<file path="src/rtl/plen_pkg.sv">
// Shared operation codes, status codes and field widths of the positional list engine.
package plen_pkg;

  localparam int CAPACITY_DEF = 64;

  localparam int POS_W   = 8;
  localparam int VALUE_W = 32;
  localparam int OUTPOS_W = 7;

  localparam int IN_TDATA_W  = 40;
  localparam int IN_TUSER_W  = 2;
  localparam int OUT_TDATA_W = 56;

  typedef enum logic [1:0] {
    KIND_INSERT = 2'd0,
    KIND_DELETE = 2'd1,
    KIND_LOCATE = 2'd2,
    KIND_GET    = 2'd3
  } kind_t;

  typedef enum logic [1:0] {
    STATUS_DONE  = 2'd0,
    STATUS_RANGE = 2'd1,
    STATUS_FULL  = 2'd2,
    STATUS_RSVD  = 2'd3
  } status_t;

endpackage

</file>
<file path="src/rtl/positional_list_engine.sv">
// Positional list engine: ordered list of signed words kept in one synchronous memory.
// One item is worked at a time; the next is taken once its result is registered.
// A rejected item goes straight to its result, and an append writes without a walk.
// The walk moves one entry per cycle.
// Reset (rst_n low at a clock edge) empties the list and drops any pending result.
module positional_list_engine #(
  parameter int CAPACITY = plen_pkg::CAPACITY_DEF
) (
  input  logic                                clk,
  input  logic                                rst_n,
  // Input channel. tdata fields from bit 0 up: position[7:0], value[39:8].
  input  logic                                in_tvalid,
  output logic                                in_tready,
  input  logic [plen_pkg::IN_TDATA_W-1:0]     in_tdata,
  // tuser fields from bit 0 up: kind[1:0].
  input  logic [plen_pkg::IN_TUSER_W-1:0]     in_tuser,
  // Result channel. tdata fields from bit 0 up: status[1:0], data_out[33:2],
  // found_position[40:34], list_length[47:41], is_empty[48], zero fill[55:49].
  output logic                                out_tvalid,
  input  logic                                out_tready,
  output logic [plen_pkg::OUT_TDATA_W-1:0]    out_tdata
);

  // Address width of the entry memory and width of the length counter.
  localparam int AW = $clog2(CAPACITY);
  localparam int CW = $clog2(CAPACITY + 1);
  // Comparison width: holds any position and any length plus one.
  localparam int EW = plen_pkg::POS_W + 1;
  localparam int VW = plen_pkg::VALUE_W;

  typedef enum logic [1:0] {
    S_IDLE,
    S_RUN,
    S_DONE
  } state_t;

  // The entry memory. Entries at or beyond the current length are never read,
  // so the memory needs no clearing after reset.
  logic [VW-1:0] entries_r [CAPACITY];
  logic [VW-1:0] rd_data_r;

  logic          rd_en;
  logic [AW-1:0] rd_addr;
  logic          wr_en;
  logic [AW-1:0] wr_addr;
  logic [VW-1:0] wr_data;

  state_t                    st_r,      st_nxt;
  plen_pkg::kind_t           kind_r,    kind_nxt;
  logic [plen_pkg::POS_W-1:0] pos_r,    pos_nxt;
  logic [VW-1:0]             val_r,     val_nxt;
  // Read sequencer: iss_r says another read is to be issued at cur_r, pv_r says
  // the read of the previous cycle (address pa_r) returns data this cycle.
  logic                      iss_r,     iss_nxt;
  logic [AW-1:0]             cur_r,     cur_nxt;
  logic                      pv_r,      pv_nxt;
  logic [AW-1:0]             pa_r,      pa_nxt;
  logic [CW-1:0]             cnt_r,     cnt_nxt;
  plen_pkg::status_t         status_r,  status_nxt;
  logic [VW-1:0]             data_r,    data_nxt;
  logic [CW-1:0]             found_r,   found_nxt;
  logic                      out_vld_r, out_vld_nxt;
  logic [plen_pkg::OUT_TDATA_W-1:0] out_data_r, out_data_nxt;

  // Fields of the incoming item.
  plen_pkg::kind_t            in_kind;
  logic [plen_pkg::POS_W-1:0] in_pos;
  logic [VW-1:0]              in_val;
  logic [EW-1:0]              in_pos_e;
  logic [EW-1:0]              cnt_e;
  logic                       pos_zero;
  logic                       ins_bad;
  logic                       rng_bad;
  logic                       is_full;
  logic [plen_pkg::POS_W-1:0] in_pos_dec;
  logic [plen_pkg::POS_W-1:0] pos_dec;
  logic [CW-1:0]              cnt_dec;
  logic [AW-1:0]              pm1;
  logic [AW-1:0]              nm1;
  logic                       run_fin;
  logic                       in_xfer;
  logic                       out_free;

  assign in_kind    = plen_pkg::kind_t'(in_tuser[1:0]);
  assign in_pos     = in_tdata[plen_pkg::POS_W-1:0];
  assign in_val     = in_tdata[plen_pkg::POS_W +: VW];
  assign in_pos_e   = EW'(in_pos);
  assign cnt_e      = EW'(cnt_r);
  assign pos_zero   = (in_pos == '0);
  // Insert accepts positions 1 to length+1, delete and get 1 to length.
  assign ins_bad    = pos_zero || (in_pos_e > (cnt_e + EW'(1)));
  assign rng_bad    = pos_zero || (in_pos_e > cnt_e);
  assign is_full    = (cnt_r == CW'(CAPACITY));
  assign in_pos_dec = in_pos - 1'b1;
  assign pos_dec    = pos_r - 1'b1;
  assign cnt_dec    = cnt_r - 1'b1;
  assign pm1        = pos_dec[AW-1:0];
  assign nm1        = cnt_dec[AW-1:0];
  // The walk is over once no read is outstanding and none is left to issue.
  assign run_fin    = !iss_r && !pv_r;

  assign in_tready  = (st_r == S_IDLE);
  assign in_xfer    = in_tvalid && in_tready;
  assign out_free   = !out_vld_r || out_tready;
  assign out_tvalid = out_vld_r;
  assign out_tdata  = out_data_r;

  // Memory port control. Insert walks downward copying each entry one place
  // back, then writes the new value into the opened slot. Delete walks upward
  // copying each entry one place forward. Reads always run ahead of the writes
  // in the walk direction, so a write never hits the entry being read.
  always_comb begin
    rd_en   = (st_r == S_RUN) && iss_r;
    rd_addr = cur_r;
    wr_en   = 1'b0;
    wr_addr = pa_r;
    wr_data = rd_data_r;
    if (st_r == S_RUN) begin
      case (kind_r)
        plen_pkg::KIND_INSERT: begin
          if (pv_r) begin
            wr_en   = 1'b1;
            wr_addr = AW'(pa_r + 1'b1);
          end else if (!iss_r) begin
            wr_en   = 1'b1;
            wr_addr = pm1;
            wr_data = val_r;
          end
        end
        plen_pkg::KIND_DELETE: begin
          if (pv_r && (pa_r != pm1)) begin
            wr_en   = 1'b1;
            wr_addr = AW'(pa_r - 1'b1);
          end
        end
        default: begin
          wr_en = 1'b0;
        end
      endcase
    end
  end

  always_ff @(posedge clk) begin
    if (wr_en) begin
      entries_r[wr_addr] <= wr_data;
    end
    if (rd_en) begin
      rd_data_r <= entries_r[rd_addr];
    end
  end

  always_comb begin
    st_nxt       = st_r;
    kind_nxt     = kind_r;
    pos_nxt      = pos_r;
    val_nxt      = val_r;
    iss_nxt      = iss_r;
    cur_nxt      = cur_r;
    pv_nxt       = 1'b0;
    pa_nxt       = cur_r;
    cnt_nxt      = cnt_r;
    status_nxt   = status_r;
    data_nxt     = data_r;
    found_nxt    = found_r;
    out_vld_nxt  = out_vld_r && !out_tready;
    out_data_nxt = out_data_r;

    case (st_r)
      S_IDLE: begin
        if (in_xfer) begin
          kind_nxt   = in_kind;
          pos_nxt    = in_pos;
          val_nxt    = in_val;
          status_nxt = plen_pkg::STATUS_DONE;
          data_nxt   = '0;
          found_nxt  = '0;
          st_nxt     = S_RUN;
          case (in_kind)
            plen_pkg::KIND_INSERT: begin
              // Shift only when the new value lands before the tail.
              iss_nxt = (in_pos_e <= cnt_e);
              cur_nxt = nm1;
              if (ins_bad) begin
                status_nxt = plen_pkg::STATUS_RANGE;
                st_nxt     = S_DONE;
              end else if (is_full) begin
                status_nxt = plen_pkg::STATUS_FULL;
                st_nxt     = S_DONE;
              end
            end
            plen_pkg::KIND_DELETE: begin
              iss_nxt = 1'b1;
              cur_nxt = in_pos_dec[AW-1:0];
              if (rng_bad) begin
                status_nxt = plen_pkg::STATUS_RANGE;
                st_nxt     = S_DONE;
              end
            end
            plen_pkg::KIND_LOCATE: begin
              iss_nxt = (cnt_r != '0);
              cur_nxt = '0;
            end
            default: begin
              iss_nxt = 1'b1;
              cur_nxt = in_pos_dec[AW-1:0];
              if (rng_bad) begin
                status_nxt = plen_pkg::STATUS_RANGE;
                data_nxt   = '1;
                st_nxt     = S_DONE;
              end
            end
          endcase
        end
      end

      S_RUN: begin
        pv_nxt = iss_r;
        case (kind_r)
          plen_pkg::KIND_INSERT: begin
            cur_nxt = AW'(cur_r - 1'b1);
            if (iss_r && (cur_r == pm1)) begin
              iss_nxt = 1'b0;
            end
            if (run_fin) begin
              cnt_nxt = CW'(cnt_r + 1'b1);
              st_nxt  = S_DONE;
            end
          end
          plen_pkg::KIND_DELETE: begin
            cur_nxt = AW'(cur_r + 1'b1);
            if (iss_r && (cur_r == nm1)) begin
              iss_nxt = 1'b0;
            end
            if (pv_r && (pa_r == pm1)) begin
              data_nxt = rd_data_r;
            end
            if (run_fin) begin
              cnt_nxt = cnt_dec;
              st_nxt  = S_DONE;
            end
          end
          plen_pkg::KIND_LOCATE: begin
            cur_nxt = AW'(cur_r + 1'b1);
            if (iss_r && (cur_r == nm1)) begin
              iss_nxt = 1'b0;
            end
            // The first match wins; a read already in flight is ignored.
            if (pv_r && (found_r == '0) && (rd_data_r == val_r)) begin
              found_nxt = CW'(pa_r) + 1'b1;
              iss_nxt   = 1'b0;
            end
            if (run_fin) begin
              st_nxt = S_DONE;
            end
          end
          default: begin
            iss_nxt = 1'b0;
            if (pv_r) begin
              data_nxt = rd_data_r;
            end
            if (run_fin) begin
              st_nxt = S_DONE;
            end
          end
        endcase
      end

      S_DONE: begin
        iss_nxt = 1'b0;
        if (out_free) begin
          out_vld_nxt  = 1'b1;
          out_data_nxt = {7'b0, (cnt_r == '0), plen_pkg::OUTPOS_W'(cnt_r),
                          plen_pkg::OUTPOS_W'(found_r), data_r, status_r};
          st_nxt       = S_IDLE;
        end
      end

      default: begin
        st_nxt = S_IDLE;
      end
    endcase
  end

  always_ff @(posedge clk) begin
    if (!rst_n) begin
      st_r      <= S_IDLE;
      iss_r     <= 1'b0;
      pv_r      <= 1'b0;
      cnt_r     <= '0;
      out_vld_r <= 1'b0;
    end else begin
      st_r      <= st_nxt;
      iss_r     <= iss_nxt;
      pv_r      <= pv_nxt;
      cnt_r     <= cnt_nxt;
      out_vld_r <= out_vld_nxt;
    end
    kind_r     <= kind_nxt;
    pos_r      <= pos_nxt;
    val_r      <= val_nxt;
    cur_r      <= cur_nxt;
    pa_r       <= pa_nxt;
    status_r   <= status_nxt;
    data_r     <= data_nxt;
    found_r    <= found_nxt;
    out_data_r <= out_data_nxt;
  end

  // The length never passes the capacity.
  a_cnt_bound: assert property (@(posedge clk) disable iff (!rst_n)
    cnt_r <= CW'(CAPACITY))
    else $error("list length beyond capacity");

  // A write in the walk never lands on the entry being read in the same cycle.
  a_no_rw_clash: assert property (@(posedge clk) disable iff (!rst_n)
    (wr_en && rd_en) |-> (wr_addr != rd_addr))
    else $error("memory read and write hit the same entry");

  // After an input transfer no further item is taken until the result is formed.
  a_one_at_a_time: assert property (@(posedge clk) disable iff (!rst_n)
    in_xfer |=> !in_tready)
    else $error("second item accepted while one is in progress");

  // The length changes only when a walk finishes.
  a_cnt_changes: assert property (@(posedge clk) disable iff (!rst_n)
    (st_r != S_RUN) |=> $stable(cnt_r))
    else $error("list length changed outside an operation");

endmodule

</file>
<file path="config.mk">
export PLATFORM = sky130hd
export DESIGN_NAME = positional_list_engine
export DESIGN_NICKNAME = d
export VERILOG_FILES = /design/src/rtl/plen_pkg.sv /design/src/rtl/positional_list_engine.sv
export SDC_FILE = /design/constraint.sdc
export NUM_CORES = 2
export LEC_CHECK = 0
export BUFFER_PORTS_ARGS = -buffer_cell sky130_fd_sc_hd__buf_4
export CORE_MARGIN = 2
export CORE_UTILIZATION = 44
export CTS_CLUSTER_SIZE = 8
export DETAILED_ROUTE_END_ITERATION = 12
export GPL_ROUTABILITY_DRIVEN = 0
export PLACE_DENSITY_LB_ADDON = 0.3
export SLEW_MARGIN = 0
export SYNTH_ARGS = -nofsm -noshare
export SYNTH_HDL_FRONTEND = slang
export SYNTH_SLANG_ARGS = --single-unit
</file>
<file path="constraint.sdc">
create_clock -name clk -period 5.8 [get_ports clk]
set_clock_uncertainty 0.1 [all_clocks]
set_input_delay 0.58 -clock clk [delete_from_list [all_inputs] [get_ports clk]]
set_output_delay 0.58 -clock clk [all_outputs]
set_load 0.005 [all_outputs]
</file>
==> results.toml <==
[clock_network]
clk_path_buf_depth = 4
clock_sinks = 2234
htree_levels = 5
clk_latency_ns = 0.91
cts.clk_slew.worst_paths_ns = 0.05
cts-root-buf = "clkbuf_16"
cts_tree = "done"
numCtsBuffers = 330
cts_resized = 0

[setup_path]
crit_required_ns = 6.32
cp-start-kind = "flop"
worstSetupEndpointType = "flop"
worstSetupPathType = "flop to flop"
cp_data_arrival_time_ns = 5.54
cp_max_fo = 21

[layout]
stdcell_count = 6793
final_common_cell = "edfxtp_1"
area_delta_synth_final_pct = 16.5
final_nets = 4210
drive_gt1_frac = 0.332
layout_common_cells = "edfxtp_1, mux4_2, clkbuf_16"

[detailed_routing]
avgRoutedWirePerCell_um = 32.7
drt-initial-drc-count = 5730
route.vias.total = 41010
dr.pass1.iters = 5
drt_wl_total_um = 222000
ant_nets = 0
viasPerCell = 6.04
drcViolationCount = 0

[global_route]
grt_pass1_wl_um = 315000
grtUsageMet3 = 0.0390
grt_pass1_vias = 41108
antenna_found_initial = 13
grt_overflow = 0
grt_max_degree = 119
grt-busiest-layer = "met2"
grtUsageMet1 = 0.321
track_usage = 0.223
use_met2 = 0.350

[sta]
maxSlewViolCount = 0
worst_pin_slew_ns = 1.19
rsz0062_at_grt = "false"
min_period_ns = 5.02
setup_viol = 0
period_share = 0.865
fmax_ghz = 0.199
hold_violations = 0
setup_tns_ns = 0
worst_slew_margin_rel = 0.205

[place]
placed_cells = 6379
portBuffers = 96
hpwl_um = 138000

[floorplan]
core_area_mm2 = 0.195
die_x_um = 448
placementRows = 162
ios = 104
die_h_um = 448
initial_utilization = 0.444
die_area_mm2 = 0.201

[hold_path]
hold_path.class = "primary input to flop"

[run_status]
status = "finished clean"

[logic_synthesis]
yosys.area.top_type_share = 0.768
ys_ff_latch = 2234
async_flop_share = 0
synth_edf_count = 2216
ys_types = 72
ys_seq_area_frac = 0.772
syn-mean-instance-area_um2 = 23.4
synth_ff_type = "edfxtp_1"
yosys_warnings = 0
yosysTopAreaCell = "edfxtp_1"
mappedNetlistArea_mm2 = 0.0867
synthCells = 3703
synthTopCellsByArea = "edfxtp_1, mux4_2, mux2_2"

[power_and_ir_drop]
p_leak_nw = 31.8
p_per_area_mw_per_mm2 = 451
vdd_drop_max_mv = 0.334

[job]
maxCapViolCount = 0
## worst max-delay path, stage by stage, from the launching register on
cell and delay (ns):
edfxtp_1 0.44, inv_1 0.09, ha_1 0.24, xnor2_2 0.25
xnor2_1 0.09, or4_1 0.70, o211a_1 0.29, mux2i_1 0.15
a221oi_1 0.71, nand3_2 0.56, nor2_4 0.81, buf_4 0.30
## per-layer routing
| metal | vias up | part of all wire |
|---|---|---|
| met1 | 22187 | 0.41 |
| met5 | - | 0 |
| met4 | 0 | 0.032 |
| li1 | 16499 | - |
| met3 | 344 | 0.083 |
| met2 | 1980 | 0.48 |
## final timing paths
check	startpoint	endpoint	slack, ns	cells past startpoint
setup / recovery	pos_r[0]	entries_r[6][11]	0.78	11
hold / removal	in_tvalid	iss_r	0.13	4
setup reg to reg	pos_r[0]	entries_r[6][11]	0.78	11
hold reg to reg	data_r[28]	out_tdata[30]	0.31	0
## report_power, final
group	switching, mW	internal [mW]	total, mW
clock	6.32	10.1	16.5
sequential	0.268	18.5	18.8
combinational	5.97	4.32	10.3
total	12.6	33.0	45.5
## state kept, by name (all words and copies together) (netlist names)
signal	count
val_r	32
out_tdata	49
status_r	2
found_r	7
cnt_r	7
pv_r	1
out_tvalid	1
pa_r	6
pos_r	6
data_r	32
rd_data_r	32
entries_r	2048
cur_r	6
iss_r	1
st_r	2
kind_r	2
## layout make-up
class / instances / area (um2)
clock inverters: 11 / 148
repair buffers: 281 / 2550
diodes: 3 / 7.51
inverters: 27 / 101
flip-flops and latches: 2234 / 66900
fillers: 14908 / 94400
multi-input cells: 1255 / 19500
clock buffers: 358 / 8450
well taps: 2624 / 3280
## through the flow
stage | worst slack, ns | hold WS, ns | total power [mW] | area (um2) | utilization
2_1_floorplan | 1.03 | 0.246 | 25.2 | 86700 | -
3_3_place_gp | 0.876 | 0.303 | 29.4 | 91900 | 0.471
3_5_place_dp | 0.801 | 0.305 | 29.4 | 91900 | 0.471
4_1_cts | 0.790 | 0.0791 | 45.9 | 101000 | 0.517
5_1_grt | 0.550 | 0.206 | 46.8 | 101000 | 0.517
6_report | 0.782 | 0.128 | 45.5 | 101000 | 0.517
## synthesized netlist by cell type, types with 5 or more instances
| master | n |
|---|---|
| mux2i_1 | 17 |
| a221oi_1 | 5 |
| xor2_1 | 52 |
| nor4_1 | 12 |
| dfxtp_1 | 18 |
| xnor2_1 | 27 |
| nand2_1 | 99 |
| inv_1 | 25 |
| nor2b_1 | 8 |
| mux4_2 | 658 |
| nor3_1 | 14 |
| buf_2 | 22 |
| buf_1 | 58 |
| nand3_1 | 17 |
| edfxtp_1 | 2216 |
| buf_4 | 7 |
| o21a_1 | 9 |
| nor2_1 | 82 |
| nand3_2 | 11 |
| mux2_2 | 46 |
| o21ai_0 | 35 |
| and2_1 | 11 |
| a21o_1 | 6 |
| a21oi_1 | 30 |
| ha_1 | 34 |
| and3_1 | 6 |
| clkbuf_1 | 106 |
## logic make-up after synthesis
family,synth area share
compound gates,0.00955
buf+inv,0.0101
simple gates,0.0161
flops,0.772
xor+xnor,0.00843
fa+ha+maj,0.00514
mux,0.179
other cells,0.0000433
## timing repair
| action | CTS | global route |
|---|---|---|
| hold buffers | 42 | 0 |
| endpoints found under the hold margin | 52 | 0 |
| setup buffers | 0 | 0 |
Power figures use the tool's default switching activity.
